**src/hdl/rgb_to_ascii_glyph_stream_assert.svh**
```systemverilog
// assertion macros shared by the glyph stream modules
`ifndef RGB_TO_ASCII_GLYPH_STREAM_ASSERT_SVH
`define RGB_TO_ASCII_GLYPH_STREAM_ASSERT_SVH

// same-cycle implication, checked outside reset
`define R2A_ASSERT_IMP(label, clk, rst, ante, cons, msg) \
  label: assert property (@(posedge clk) disable iff (rst) (ante) |-> (cons)) \
    else $error(msg);

// next-cycle implication, checked outside reset
`define R2A_ASSERT_NXT(label, clk, rst, ante, cons, msg) \
  label: assert property (@(posedge clk) disable iff (rst) (ante) |=> (cons)) \
    else $error(msg);

`endif

```
**src/hdl/r2a_pkg.sv**
```systemverilog
// shared types and constants of the rgb to glyph stream block
package r2a_pkg;

  // field widths
  localparam int CHAN_W  = 8;
  localparam int PIXEL_W = 3 * CHAN_W;
  localparam int CHAR_W  = 8;
  localparam int LEVEL_W = 3;
  localparam int LUMA_W  = 24;

  // configuration port
  localparam int CFG_INDEX_W = 2;
  localparam int CFG_DATA_W  = 32;
  localparam int ROW_WIDTH_W = 13;
  localparam int COL_W       = 12;

  localparam logic [CFG_INDEX_W-1:0] REG_ROW_WIDTH   = 2'd0;
  localparam logic [CFG_INDEX_W-1:0] REG_GLYPHS_LOW  = 2'd1;
  localparam logic [CFG_INDEX_W-1:0] REG_GLYPHS_HIGH = 2'd2;

  // register reset values
  localparam logic [ROW_WIDTH_W-1:0] ROW_WIDTH_RST   = 13'd80;
  localparam logic [CFG_DATA_W-1:0]  GLYPHS_LOW_RST  = 32'h2D3A2E20;
  localparam logic [CFG_DATA_W-1:0]  GLYPHS_HIGH_RST = 32'h23402B3D;

  // widest row; wider settings saturate here
  localparam logic [ROW_WIDTH_W-1:0] MAX_ROW_WIDTH = 13'd4096;

  // bt.601 luma weights in q16
  localparam logic [LUMA_W-1:0] COEF_R = 24'd19595;
  localparam logic [LUMA_W-1:0] COEF_G = 24'd38470;
  localparam logic [LUMA_W-1:0] COEF_B = 24'd7471;

  localparam logic [CHAR_W-1:0] NEWLINE_CODE = 8'd10;

  // queue between classifier and emitter
  localparam int QUEUE_DEPTH = 4;
  localparam int QPTR_W      = $clog2(QUEUE_DEPTH);
  localparam int QCOUNT_W    = $clog2(QUEUE_DEPTH + 1);

  // one classified pixel
  typedef struct packed {
    logic [LEVEL_W-1:0] level;
    logic               row_close;
  } entry_t;

  // a classified pixel together with its valid flag
  typedef struct packed {
    logic   valid;
    entry_t entry;
  } entry_req_t;

endpackage

```
**src/hdl/r2a_front.sv**
```systemverilog
// front end: accepts pixels, forms the glyph level and tracks row position
module r2a_front (
  input  logic                                clk,
  input  logic                                rst,
  input  logic                                s_tvalid,
  output logic                                s_tready,
  input  logic [r2a_pkg::PIXEL_W-1:0]         s_tdata,   // red, green, blue
  input  logic [r2a_pkg::ROW_WIDTH_W-1:0]     row_width,
  input  logic                                queue_full,
  output r2a_pkg::entry_req_t                 push
);
  import r2a_pkg::*;

  logic [COL_W-1:0]       column_count;
  logic [COL_W-1:0]       column_count_next;
  logic [ROW_WIDTH_W-1:0] width_eff;
  logic [ROW_WIDTH_W-1:0] col_plus;
  logic [LUMA_W-1:0]      luma_sum;
  logic                   accept;
  logic                   close;

  assign s_tready = !queue_full;
  assign accept   = s_tvalid && s_tready;

  // weighted channel sum; luma is bits 23:16
  assign luma_sum = COEF_R * LUMA_W'(s_tdata[CHAN_W-1:0])
                  + COEF_G * LUMA_W'(s_tdata[2*CHAN_W-1:CHAN_W])
                  + COEF_B * LUMA_W'(s_tdata[3*CHAN_W-1:2*CHAN_W]);

  // zero width acts as one, oversize saturates
  always_comb begin
    priority if (row_width > MAX_ROW_WIDTH) begin
      width_eff = MAX_ROW_WIDTH;
    end else if (row_width == '0) begin
      width_eff = ROW_WIDTH_W'(1);
    end else begin
      width_eff = row_width;
    end
  end

  // row closes once the count reaches or passes the width
  assign col_plus          = ROW_WIDTH_W'(column_count) + ROW_WIDTH_W'(1);
  assign close             = col_plus >= width_eff;
  assign column_count_next = close ? '0 : col_plus[COL_W-1:0];

  // min(luma*8/255, 7) equals the top three bits of luma
  assign push.valid           = accept;
  assign push.entry.level     = luma_sum[LUMA_W-1 -: LEVEL_W];
  assign push.entry.row_close = close;

  // column counter
  always_ff @(posedge clk) begin
    if (rst) begin
      column_count <= '0;
    end else if (accept) begin
      column_count <= column_count_next;
    end
  end

endmodule

```
**src/hdl/r2a_queue.sv**
```systemverilog
// short queue of classified pixels between front and back
`include "rgb_to_ascii_glyph_stream_assert.svh"

module r2a_queue (
  input  logic                clk,
  input  logic                rst,
  input  r2a_pkg::entry_req_t push,
  output logic                full,
  input  logic                pop,
  output r2a_pkg::entry_req_t head
);
  import r2a_pkg::*;

  entry_t              slots [QUEUE_DEPTH];
  logic [QPTR_W-1:0]   wr_ptr;
  logic [QPTR_W-1:0]   rd_ptr;
  logic [QCOUNT_W-1:0] count;

  assign full       = count == QCOUNT_W'(QUEUE_DEPTH);
  assign head.valid = count != '0;
  assign head.entry = slots[rd_ptr];

  // pointers and fill level
  always_ff @(posedge clk) begin
    if (rst) begin
      wr_ptr <= '0;
      rd_ptr <= '0;
      count  <= '0;
    end else begin
      if (push.valid) begin
        wr_ptr <= wr_ptr + QPTR_W'(1);
      end
      if (pop) begin
        rd_ptr <= rd_ptr + QPTR_W'(1);
      end
      unique case ({push.valid, pop})
        2'b10:   count <= count + QCOUNT_W'(1);
        2'b01:   count <= count - QCOUNT_W'(1);
        default: count <= count;
      endcase
    end
  end

  // entry storage
  always_ff @(posedge clk) begin
    if (push.valid) begin
      slots[wr_ptr] <= push.entry;
    end
  end

  `R2A_ASSERT_IMP(q_no_overflow, clk, rst, push.valid, !full,
    "request pushed into a full queue")
  `R2A_ASSERT_IMP(q_no_underflow, clk, rst, pop, head.valid,
    "request popped from an empty queue")
  `R2A_ASSERT_NXT(q_count_step, clk, rst, push.valid && !pop,
    count == QCOUNT_W'($past(count) + 1'b1), "queue count lost a push")

endmodule

```
**src/hdl/r2a_back.sv**
```systemverilog
// back end: looks up glyphs and emits them, with a newline after each row
`include "rgb_to_ascii_glyph_stream_assert.svh"

module r2a_back (
  input  logic                           clk,
  input  logic                           rst,
  input  r2a_pkg::entry_req_t            head,
  output logic                           pop,
  input  logic [r2a_pkg::CFG_DATA_W-1:0] glyphs_low,
  input  logic [r2a_pkg::CFG_DATA_W-1:0] glyphs_high,
  output logic                           m_tvalid,
  input  logic                           m_tready,
  output logic [r2a_pkg::CHAR_W-1:0]     m_tdata,   // char_code
  output logic                           m_tlast    // row_end
);
  import r2a_pkg::*;

  logic                  newline_owed;
  logic                  load;
  logic [CFG_DATA_W-1:0] glyph_word;
  logic [CHAR_W-1:0]     glyph;
  logic [CHAR_W-1:0]     char_code;
  logic                  row_end;

  // output register takes a new result when empty or being drained
  assign load = !m_tvalid || m_tready;
  assign pop  = load && !newline_owed && head.valid;

  // palette lookup
  assign glyph_word = head.entry.level[LEVEL_W-1] ? glyphs_high : glyphs_low;
  always_comb begin
    unique case (head.entry.level[1:0])
      2'd0: glyph = glyph_word[7:0];
      2'd1: glyph = glyph_word[15:8];
      2'd2: glyph = glyph_word[23:16];
      2'd3: glyph = glyph_word[31:24];
      default: glyph = glyph_word[7:0];
    endcase
  end

  // output valid and owed newline
  always_ff @(posedge clk) begin
    if (rst) begin
      m_tvalid     <= 1'b0;
      newline_owed <= 1'b0;
    end else if (load) begin
      if (newline_owed) begin
        m_tvalid     <= 1'b1;
        newline_owed <= 1'b0;
      end else if (head.valid) begin
        m_tvalid     <= 1'b1;
        newline_owed <= head.entry.row_close;
      end else begin
        m_tvalid <= 1'b0;
      end
    end
  end

  // output payload
  always_ff @(posedge clk) begin
    if (load) begin
      if (newline_owed) begin
        char_code <= NEWLINE_CODE;
        row_end   <= 1'b1;
      end else begin
        char_code <= glyph;
        row_end   <= 1'b0;
      end
    end
  end

  assign m_tdata = char_code;
  assign m_tlast = row_end;

  `R2A_ASSERT_NXT(b_newline_follows, clk, rst, load && newline_owed,
    m_tvalid && m_tlast && (m_tdata == NEWLINE_CODE), "owed newline not emitted")
  `R2A_ASSERT_NXT(b_close_owes_newline, clk, rst, pop && head.entry.row_close,
    m_tvalid && !m_tlast && newline_owed, "row close did not queue a newline")
  `R2A_ASSERT_IMP(b_last_is_newline, clk, rst, m_tvalid && m_tlast,
    m_tdata == NEWLINE_CODE, "row end without newline code")

endmodule

```
**src/hdl/rgb_to_ascii_glyph_stream.sv**
```systemverilog
// top level: rgb pixel stream to ascii glyph stream
//
//  channel   direction  signals                           request
//  s_*       in         tvalid tready tdata[23:0]         pixel: red, green, blue
//  m_*       out        tvalid tready tdata[7:0] tlast    char_code, row_end
//  cfg_*     in         wr_en index[1:0] wr_data[31:0]    register write
//
// one pixel a cycle is accepted while the queue is not full; its glyph passes
// through the queue into the output register; a row-closing pixel also emits a
// newline, an extra output item that the four-entry queue absorbs until it fills
// rst is synchronous: counters, queue and output valid clear, registers reload
// either side may stall independently; s_tready drops only when the queue is full
module rgb_to_ascii_glyph_stream (
  input  logic                            clk,
  input  logic                            rst,
  input  logic                            s_tvalid,
  output logic                            s_tready,
  input  logic [r2a_pkg::PIXEL_W-1:0]     s_tdata,     // red[7:0], green[15:8], blue[23:16]
  output logic                            m_tvalid,
  input  logic                            m_tready,
  output logic [r2a_pkg::CHAR_W-1:0]      m_tdata,     // char_code[7:0]
  output logic                            m_tlast,
  input  logic                            cfg_wr_en,
  input  logic [r2a_pkg::CFG_INDEX_W-1:0] cfg_index,
  input  logic [r2a_pkg::CFG_DATA_W-1:0]  cfg_wr_data
);
  import r2a_pkg::*;

  logic [ROW_WIDTH_W-1:0] row_width;
  logic [CFG_DATA_W-1:0]  glyphs_low;
  logic [CFG_DATA_W-1:0]  glyphs_high;
  entry_req_t             push;
  entry_req_t             head;
  logic                   queue_full;
  logic                   pop;

  // configuration registers
  always_ff @(posedge clk) begin
    if (rst) begin
      row_width   <= ROW_WIDTH_RST;
      glyphs_low  <= GLYPHS_LOW_RST;
      glyphs_high <= GLYPHS_HIGH_RST;
    end else if (cfg_wr_en) begin
      unique case (cfg_index)
        REG_ROW_WIDTH:   row_width   <= cfg_wr_data[ROW_WIDTH_W-1:0];
        REG_GLYPHS_LOW:  glyphs_low  <= cfg_wr_data;
        REG_GLYPHS_HIGH: glyphs_high <= cfg_wr_data;
        default: ;
      endcase
    end
  end

  // classifier
  r2a_front u_front (
    .clk        (clk),
    .rst        (rst),
    .s_tvalid   (s_tvalid),
    .s_tready   (s_tready),
    .s_tdata    (s_tdata),
    .row_width  (row_width),
    .queue_full (queue_full),
    .push       (push)
  );

  // decoupling queue
  r2a_queue u_queue (
    .clk  (clk),
    .rst  (rst),
    .push (push),
    .full (queue_full),
    .pop  (pop),
    .head (head)
  );

  // emitter
  r2a_back u_back (
    .clk         (clk),
    .rst         (rst),
    .head        (head),
    .pop         (pop),
    .glyphs_low  (glyphs_low),
    .glyphs_high (glyphs_high),
    .m_tvalid    (m_tvalid),
    .m_tready    (m_tready),
    .m_tdata     (m_tdata),
    .m_tlast     (m_tlast)
  );

endmodule
```
**config.mk**
```make
export PLATFORM = sky130hd
export DESIGN_NAME = rgb_to_ascii_glyph_stream
export DESIGN_NICKNAME = d
export VERILOG_FILES = /design/src/hdl/r2a_pkg.sv /design/src/hdl/r2a_front.sv /design/src/hdl/r2a_queue.sv /design/src/hdl/r2a_back.sv /design/src/hdl/rgb_to_ascii_glyph_stream.sv
export VERILOG_INCLUDE_DIRS = /design/src /design/src/hdl
export SDC_FILE = /design/constraint.sdc
export NUM_CORES = 1
export LEC_CHECK = 0
export ABC_AREA = 1
export BUFFER_PORTS_ARGS = -buffer_cell sky130_fd_sc_hd__buf_4
export CELL_PAD_IN_SITES_DETAIL_PLACEMENT = 1
export CELL_PAD_IN_SITES_GLOBAL_PLACEMENT = 2
export CORE_ASPECT_RATIO = 0.75
export CORE_MARGIN = 2
export CORE_UTILIZATION = 38
export DETAILED_ROUTE_END_ITERATION = 12
export GPL_TIMING_DRIVEN = 0
export MAX_ROUTING_LAYER = met4
export PLACE_DENSITY_LB_ADDON = 0.1
export SYNTH_ARGS = -nofsm -noshare
export SYNTH_HDL_FRONTEND = slang
export SYNTH_SLANG_ARGS = --single-unit
```
**constraint.sdc**
```tcl
create_clock -name clk -period 7.2 [get_ports clk]
set_input_delay 0.72 -clock clk [delete_from_list [all_inputs] [get_ports clk]]
set_output_delay 0.72 -clock clk [all_outputs]
set_load 0.03 [all_outputs]
```
==> impl_metrics.ini, run 1 <==
[logic_synthesis]
async_flop_share_pct = 0
netlist_instances = 1525
ys_seq_elements = 125
synth_area_um2 = 12200
ys.flop_type = dfxtp_1
synth_edf_count = 25
syn_avg_cell_area_um2 = 7.98
yosysWarnings = 0
synth_nets = 1881
synth_cell_types = 40
yosysSeqAreaShare_pct = 22.6

[floorplanning]
core_area_um2 = 31400
start_util_pct = 38.8
die_h_um = 159
fp.dieW_um = 211
die_area_um2 = 33500
io_pins = 74
rows = 56

[worst_setup_path]
crit_fanout = 6
worst-r2r-cell-count = 14
reg2reg_to = u_front.column_count[0]
required_ps = 7330
path_delay_family = adder cells
slowest_delay_ps = 550
critPathBufInv = 4
end_kind = register
regToRegSetupSlack_ps = 4250
arrival_ps = 6910
crit_path_top_delay_cell = fa_1
start_kind = input pin
critical_path_class = input pin to register
timing.rr.start = u_front.column_count[0]

[timing]
finalCritPeriodShare_pct = 94.1
hold_violations = 0
period_needed_ps = 6780
max_slew_margin_pct = 46.1
clock.fmax_ghz = 0.148
tightest_slew_ps = 808
maxSlewViolCount = 0
fin_tns_setup_ps = 0
finClkSkew_ps = 8.37
rsz0062_at_grt = no
setup_ws_ps = 422
whs_ps = 455
setup_viol = 0

[routing]
drt_iter0_markers = 542
num_vias = 10192
wl_met3_um = 2120
dr.pass1.iters = 5
wl_met2_um = 14700
drc_errors = 0
post_drt_wl_per_cell_um = 18.3
top_layer_used = met4
avgViaCountPerCell = 5.01
drt-met1-wl_um = 20000
wl_um = 37200
ant_nets = 0

[global_route]
track_usage_pct = 24.0
grt_pass1_vias = 10720
grt_first_pass_wirelength_um = 59700
antenna_found_initial = 0
grt-ovfl-total = 0
grt_max_degree = 17

[clock_tree]
cts_tree = built
clkSlewWorstSetupHoldPaths_ps = 60
cts_buffer_depth = 2
cts_buffers = 17
hold_buffers = 0
clock_latency_ps = 430
cts_root_buf = clkbuf_16
cts_setup_buffers = 0
clock_sinks = 125
htreeDepth = 4

[worst_hold_path]
hold_end = glyphs_low[13]
min_from = glyphs_low[13]
hp-class = register to register
min_path_cells = 2

[finish]
fill_cells = 3801
drive_gt1_share_pct = 8.28
regArea_um2 = 2750
mostFrequentLayoutCells = 302 x inv_1, 291 x nand2_1, 173 x ha_1, 130 x nor2_1, 119 x fa_1
syn2layout_area_growth_pct = 13.6
multi_input_area_um2 = 8080
mostFrequentLayoutCell = inv_1
final_cells = 2036
fin_nets = 1973
antenna_cells = 0

[place]
hpwl_um = 31300
portBuffers = 73
dp_slack_ps = -255
place_inst = 2004
place_congestion = 0.897

[pwr]
power_mw = 6.75
p_leak_nw = 7.05
powerDensity_nw_per_um2 = 488
ir_drop_mv = 0.312

[job]
drv_cap = 0

[run_status]
status = finished, final reports clean
## final cells by class
type	instances	share of cell area (%)
sequential	125	19.9
clock inverter	12	0.860
timing repair buffer	73	3.97
buffer	38	1.37
multi-input combinational	1055	58.5
clock buffer	20	3.31
tap	406	3.68
inverter	307	8.41
## logic make-up (layout without fill, tap and decap cells)
kind of cell / count (synthesis) / after routing / synth area share (%)
xor gates and xnor gates: 21 / 21 / 1.51
adders and majority gates: 293 / 293 / 37.5
AOI/OAI and AO/OA: 196 / 196 / 8.38
DFF: 125 / 125 / 22.6
buffers and inverters: 345 / 450 / 11.1
and+or+nand+nor: 545 / 545 / 18.9
## registers in the layout, summed over array words and instances, names as in the netlist, named ones only
name                  count
glyphs_high              32
glyphs_low               32
u_queue.slots            16
row_width                13
u_front.column_count     12
u_back.m_tdata            8
u_queue.count             3
u_queue.rd_ptr            2
u_queue.wr_ptr            2
u_back.m_tlast            1
u_back.m_tvalid           1
u_back.newline_owed       1
## metrics by stage
stage / util, % / area [um^2]
final: 44.0 / 13800
after global routing: 44.0 / 13800
after CTS: 44.0 / 13800
after detailed placement: 42.1 / 13200
after global placement: 42.1 / 13200
after floorplan: - / 12200
## worst max path at each step
stage                            from             endpoint  slack, ps  depth (start not counted)
after floorplan           s_tdata[11]  u_queue.slots[0][3]        930                         26
after detailed placement   s_tdata[8]  u_queue.slots[2][3]       -250                         28
final                     s_tdata[10]  u_queue.slots[2][3]        420                         27
after global placement     s_tdata[8]  u_queue.slots[2][3]       -140                         28
after global routing      s_tdata[14]  u_queue.slots[2][3]         10                         28
after CTS                  s_tdata[8]  u_queue.slots[2][3]        190                         28
## report_power, final
| part | leakage [nW] | total (mW) | switching, mW | internal, mW |
|---|---|---|---|---|
| clock network | 0.276 | 0.860 | 0.335 | 0.525 |
| registers | 1.07 | 0.976 | 0.0579 | 0.918 |
| logic | 5.71 | 4.91 | 3.16 | 1.75 |
| total | 7.05 | 6.75 | 3.56 | 3.19 |
## layer usage
layer | vias up | GRT usage (%)
met5 | - | -
met4 | 0 | 3.75
met3 | 27 | 5.05
met2 | 171 | 32.4
met1 | 4999 | 36.8
li1 | 4995 | -
## worst reg2reg max path, cell delays in order (launching register included)
cell and delay [ps]:
dfxtp_1 510, ha_1 240, nand2_1 70, nor2_2 190
nand2_1 170, o21ai_0 160, and2_1 160, inv_1 50
ha_1 320, nand4_1 120, nor2_1 60, nand2_1 90
clkbuf_1 410, nand4_1 190, a21oi_1 150
## synthesized netlist by cell type, types with 3 or more instances
cell	number	area (um^2)
buf_4	3	22.5
o21ai_1	20	100
clkbuf_1	27	101
o21ai_0	79	395
o21bai_1	4	30.0
dfxtp_1	100	2000
a31oi_1	4	25.0
o211ai_1	5	37.5
ha_1	174	2180
fa_1	119	2380
nand4_1	25	156
nand3b_1	3	22.5
nand3_1	70	350
nand2_1	291	1090
a21oi_1	79	395
nor3_1	4	20.0
buf_2	4	20.0
nor4_1	4	25.0
inv_1	302	1130
buf_6	4	45.0
edfxtp_1	25	751
nor2_1	133	499
xnor2_1	9	78.8
nand2_2	3	18.8
xor2_1	12	105
## timing repair
item | 4_1_cts | 5_1_grt
setup endpoints to repair | 0 | 8
hold endpoints to repair | 0 | 0
gates resized for setup | 0 | 5
Power figures use the tool's default switching activity.
==> run 2, diff against run 1 <==
==> constraint.sdc (replaced) <==
create_clock -name clk -period 6.47 [get_ports clk]
set_input_delay 0.647 -clock clk [delete_from_list [all_inputs] [get_ports clk]]
set_output_delay 0.647 -clock clk [all_outputs]
set_load 0.03 [all_outputs]
==> run 2 against run 1 <==
  * Cell count is 0.44% higher
  * Non-clock buffer count grew 9
  * Die area is the same
  * Via count up 0.41%
  * Combinational power grew 22%
  * Routed wire length increased by 1.7%
  * Total power grew 19%
  * Register-to-register slack got worse by 740 ps
  * Clock-buffer cell count did not move
  * First-iteration DRC count grew 7.6%
  * Critical endpoint unchanged
==> impl_metrics.ini, run 2 (same netlist as run 1, synthesis figures left out) <==
[worst_setup_path]
crit_path_top_delay_cell = fa_1
crit_start = s_tdata[10]
cp.depth = 25
start_kind = input pin
critPathBufInv = 3
timing.rr.start = u_front.column_count[0]
slowest_delay_ps = 570
worst-r2r-cell-count = 14
cp-endpoint = u_queue.slots[2][3]
required_ps = 6630
end_kind = register
path_delay_family = adder cells
crit_fanout = 6
regToRegSetupSlack_ps = 3510
arrival_ps = 6410
reg2reg_to = u_front.column_count[0]
critical_path_class = input pin to register

[finish]
syn2layout_area_growth_pct = 16.7
regArea_um2 = 2750
fin_nets = 1982
mostFrequentLayoutCell = inv_1
fill_cells = 3770
antenna_cells = 0
multi_input_area_um2 = 8390
drive_gt1_share_pct = 11.5
mostFrequentLayoutCells = 298 x inv_1, 285 x nand2_1, 156 x ha_1, 127 x nor2_1, 114 x fa_1
reg_top3 = glyphs_high (32), glyphs_low (32), u_queue.slots (16)

[floorplanning]
fp.dieW_um = 211
die_h_um = 159
core_area_um2 = 31400
die_area_um2 = 33500
rows = 56
io_pins = 74
start_util_pct = 38.8

[global_route]
grt_max_degree = 17
track_usage_pct = 24.1
grt_first_pass_wirelength_um = 60100
grt-ovfl-total = 0
grt_pass1_vias = 10776
antenna_found_initial = 0

[timing]
hold_violations = 0
max_slew_margin_pct = 46.9
maxSlewViolCount = 0
period_needed_ps = 6240
finalCritPeriodShare_pct = 96.5
tightest_slew_ps = 796
clock.fmax_ghz = 0.160
finClkSkew_ps = 7.59
whs_ps = 439
fin_tns_setup_ps = 0
setup_viol = 0

[routing]
dr.pass1.iters = 5
drc_errors = 0
post_drt_wl_per_cell_um = 18.5
wl_um = 37800
avgViaCountPerCell = 5.00
ant_nets = 0
num_vias = 10234
drt_iter0_markers = 583

[pwr]
power_mw = 8.03
p_leak_nw = 7.11
powerDensity_nw_per_um2 = 565
ir_drop_mv = 0.385

[clock_tree]
cts_root_buf = clkbuf_16
htreeDepth = 4
clock_sinks = 125
hold_buffers = 0
cts_buffer_depth = 2
clkSlewWorstSetupHoldPaths_ps = 60
cts_tree = built
cts_buffers = 17
clock_latency_ps = 430

[place]
portBuffers = 73
hpwl_um = 31300
place_congestion = 0.897

[job]
drv_cap = 0

[worst_hold_path]
hp-class = input pin to register

[run_status]
status = finished, final reports clean
-- run 2: timing repair --
| action | CTS | global route |
|---|---|---|
| setup endpoints to repair | 12 | 12 |
| setup buffers | 6 | 3 |
| resized for setup | 25 | 34 |
| endpoints found under the hold margin | 0 | 0 |
| pin swaps | 7 | 23 |
-- run 2: how the worst min path moves through the flow --
stage                 endpoint           startpoint  depth (start not counted)  slack [ps]
6_report       glyphs_high[24]      cfg_wr_data[24]                          3         440
5_1_grt        glyphs_high[13]      cfg_wr_data[13]                          3         440
4_1_cts        glyphs_high[24]      cfg_wr_data[24]                          3         430
3_5_place_dp    glyphs_low[13]       glyphs_low[13]                          2         440
3_3_place_gp   glyphs_high[30]      glyphs_high[30]                          2         430
2_1_floorplan   u_back.m_tlast  u_back.newline_owed                          0         410
-- run 2: report_power, final --
part / internal (mW) / switching [mW]
clock: 0.585 / 0.374
sequential: 1.02 / 0.0643
combinational: 2.20 / 3.78
-- run 2: cell type report --
type	count	share of cell area, %
clock buffers	20	3.22
repair buffers	82	4.39
multi-input cells	1055	59.1
plain buffers	38	1.33
clock inverters	12	0.837
inverters	307	8.18
well taps	406	3.58
flip-flops and latches	125	19.4
-- run 2: worst min-delay path, stage by stage --
cell and delay, ps:
buf_4 90, nand2_1 50, nand3_1 50
-- run 2: metal layers --
metal | global-route usage (%) | wire [um] | vias up
li1 | - | - | 5005
met1 | 36.8 | 20200 | 5045
met2 | 32.8 | 15200 | 156
met3 | 5.25 | 2040 | 28
met4 | 3.75 | 315 | 0
met5 | - | 0 | -
-- run 2: stage by stage --
step                utilization, %  setup slack [ps]  cell area [um^2]  instances
floorplan                        -               277             12200       1525
global placement              42.1              -795             13200       2004
detailed placement            42.1              -912             13200       2004
CTS                           44.6              2.87             14000       2042
global route                  45.2             -7.95             14200       2045
finish                        45.2               226             14200       2045
==> run 3, diff against run 2 <==
--- a/config.mk
+++ b/config.mk
@@ -8,15 +8,18 @@
 export LEC_CHECK = 0
 export ABC_AREA = 1
 export BUFFER_PORTS_ARGS = -buffer_cell sky130_fd_sc_hd__buf_4
+export CAP_MARGIN = 5
 export CELL_PAD_IN_SITES_DETAIL_PLACEMENT = 1
 export CELL_PAD_IN_SITES_GLOBAL_PLACEMENT = 2
 export CORE_ASPECT_RATIO = 0.75
 export CORE_MARGIN = 2
-export CORE_UTILIZATION = 38
+export CORE_UTILIZATION = 37
 export DETAILED_ROUTE_END_ITERATION = 12
 export GPL_TIMING_DRIVEN = 0
 export MAX_ROUTING_LAYER = met4
 export PLACE_DENSITY_LB_ADDON = 0.1
+export SETUP_SLACK_MARGIN = 0.4
 export SYNTH_ARGS = -nofsm -noshare
 export SYNTH_HDL_FRONTEND = slang
+export SYNTH_HIERARCHICAL = 1
 export SYNTH_SLANG_ARGS = --single-unit
==> run 3 against run 2 <==
  * First-iteration DRC count decreased by 23%
  * Global-route usage decreased by 0.75 points
  * Critical path type unchanged
  * Core utilization decreased by 1.0 points
  * Synthesized cell count increased by 13%
  * Critical endpoint is now u_queue/slots[2][1]
  * Setup slack improved by 150 ps
  * Largest power group unchanged
  * Die area increased by 8.5%
==> impl_metrics.ini, run 3 <==
[worst_setup_path]
end_kind = register
critical_path_class = input pin to register
required_ps = 6650
crit_fanout = 5
start_kind = input pin
arrival_ps = 6270

[logic_synthesis]
synth_edf_count = 25
ys_seq_elements = 125
yosysSeqAreaShare_pct = 21.4
ys.flop_type = dfxtp_1
async_flop_share_pct = 0
synth_common_cells = 411 x nand2_1, 364 x inv_1, 180 x nor2_1
synth_area_um2 = 12900
netlist_instances = 1727
ys_top_cells_by_area = fa_1 18%, ha_1 17%, dfxtp_1 16%
yosysWarnings = 6
synth_most_common_cell = nand2_1
synth_top_cell_by_area = fa_1
synth_cell_types = 41
synth_nets = 2083
synth_top_area_share_pct = 18.5
syn_avg_cell_area_um2 = 7.46

[clock_tree]
clock_sinks = 125
cts_buffer_depth = 2
htreeDepth = 4
clkSlewWorstSetupHoldPaths_ps = 60
clock_latency_ps = 430
cts_buffers = 17
cts_tree = built
hold_buffers = 0
cts_root_buf = clkbuf_16

[worst_hold_path]
hp-class = input pin to register

[job]
drv_cap = 0

[pwr]
p_seq_share_pct = 12.2
internal-power_mw = 4.09
powerDensity_nw_per_um2 = 573
p_sw_mw = 4.64
pwr-share-comb_pct = 77.3
p_leak_nw = 8.06
power_frac_clock_pct = 10.4
p_sw_share_pct = 53.1
ir_drop_mv = 0.602
power_mw = 8.73

[floorplanning]
rows = 59
die_area_um2 = 36300
core_area_um2 = 34500
fp.dieW_um = 219
start_util_pct = 37.4
die_h_um = 166
io_pins = 74

[finish]
mostFrequentLayoutCell = nand2_1
fill_cells = 4300
mostFrequentLayoutCells = 396 x nand2_1, 360 x inv_1, 169 x nor2_1, 154 x ha_1, 113 x fa_1
drive_gt1_share_pct = 14.6
syn2layout_area_growth_pct = 18.4
reg_top3 = glyphs_high (32), glyphs_low (32), u_queue/slots (16)
antenna_cells = 0
fin_util_pct = 44.2
fin_nets = 2191

[run_status]
status = finished, final reports clean

[routing]
drc_errors = 0
dr.pass1.iters = 6
wl_um = 39300
avgViaCountPerCell = 4.81
ant_nets = 0
num_vias = 11096
post_drt_wl_per_cell_um = 17.1
drt_iter0_markers = 450

[place]
place_congestion = 0.860
hpwl_um = 31800
portBuffers = 71

[timing]
finClkSkew_ps = 11.0
fin_tns_setup_ps = 0
clock.fmax_ghz = 0.164
max_slew_margin_pct = 45.3
whs_ps = 423
rsz0062_at_grt = yes
period_needed_ps = 6100
setup_viol = 0
hold_violations = 0
tightest_slew_ps = 821
maxSlewViolCount = 0
finalCritPeriodShare_pct = 94.3

[global_route]
grt-ovfl-total = 0
antenna_found_initial = 0
track_usage_pct = 23.4
grt_first_pass_wirelength_um = 62900
grt_max_degree = 17
grt_pass1_vias = 11583
==> run 3: cell types whose count changed after synthesis, sizes merged, moves of 18 or more <==
cell / before / now
nand2: 295 / 416
inv: 307 / 382
o21ai: 99 / 28
nor2: 137 / 188
nand3: 72 / 106
buf: 11 / 32
clkbuf: 27 / 9
==> run 3: area by class of cell <==
| cell class | instances | area, um^2 | share of cell area [%] |
|---|---|---|---|
| well taps | 457 | 572 | 3.75 |
| repair buffers | 89 | 701 | 4.60 |
| multi-input cells | 1178 | 9010 | 59.1 |
| clock inverters | 14 | 121 | 0.796 |
| plain buffers | 41 | 211 | 1.39 |
| inverters | 383 | 1450 | 9.51 |
| flip-flops and latches | 125 | 2750 | 18.1 |
| clock buffers | 18 | 429 | 2.82 |
==> run 3: power by group through the flow <==
stage               registers, mW  clock network, mW  logic, mW
finish                       1.07              0.911       6.75
global route                 1.08              0.967       7.72
CTS                          1.07              0.934       6.17
detailed placement           1.09                  0       5.69
global placement             1.08                  0       5.61
floorplan                    1.13                  0       4.04
==> run 3: final timing paths <==
kind                           startpoint                  end  slack, ps  cells after the start
setup reg to reg  u_front/column_count[0]  u_queue/slots[0][0]       3490                     11
setup / recovery              s_tdata[11]  u_queue/slots[2][1]        370                     27
hold reg to reg           glyphs_high[22]      glyphs_high[22]        460                      2
hold / removal            cfg_wr_data[13]       glyphs_low[13]        420                      3
==> run 3: routing by layer <==
metal | vias up | GRT usage, % | share of wire, %
met1 | 5433 | 33.8 | 53
met3 | 23 | 4.27 | 4.1
met5 | - | - | 0
met4 | 0 | 3.75 | 0.70
li1 | 5515 | - | -
met2 | 125 | 34.4 | 42
==> run 3: cells by family after synthesis <==
kind of cell	share of synthesized area, %
AO/OA/AOI/OAI	4.28
XOR/XNOR	1.09
adder cells (fa/ha/maj)	35.4
buffers and inverters	12.8
flip-flops	21.4
AND/OR/NAND/NOR	25.0
==> run 3: critical path, stage by stage <==
cell and delay, ps:
buf_6 120, ha_4 260, ha_4 260, inv_1 50, fa_1 520, inv_1 60, ha_4 270, ha_4 210
buf_4 130, nand3_1 80, nand2_1 80, a21oi_2 120, o21ai_2 100, xor2_2 210, fa_2 590, fa_1 410
inv_1 80, fa_2 430, fa_1 500, inv_2 40, ha_4 280, nand2_4 60, buf_4 150, nor3_4 220
nand2_1 150, nand4_1 130, nand2_2 90
==> run 3: timing repair <==
action / in CTS / in global routing
buffers inserted: 8 / 10
endpoints found under the setup margin: 12 / 12
resized for setup: 56 / 38
pin swaps: 19 / 42
==> run 3: per-stage QoR <==
step | cells | cell area [um^2] | setup WS, ps
3_3_place_gp | 2255 | 14100 | -547
5_1_grt | 2305 | 15200 | 126
3_5_place_dp | 2255 | 14100 | -551
4_1_cts | 2295 | 15000 | 342
2_1_floorplan | 1727 | 13000 | 344
6_report | 2305 | 15200 | 372
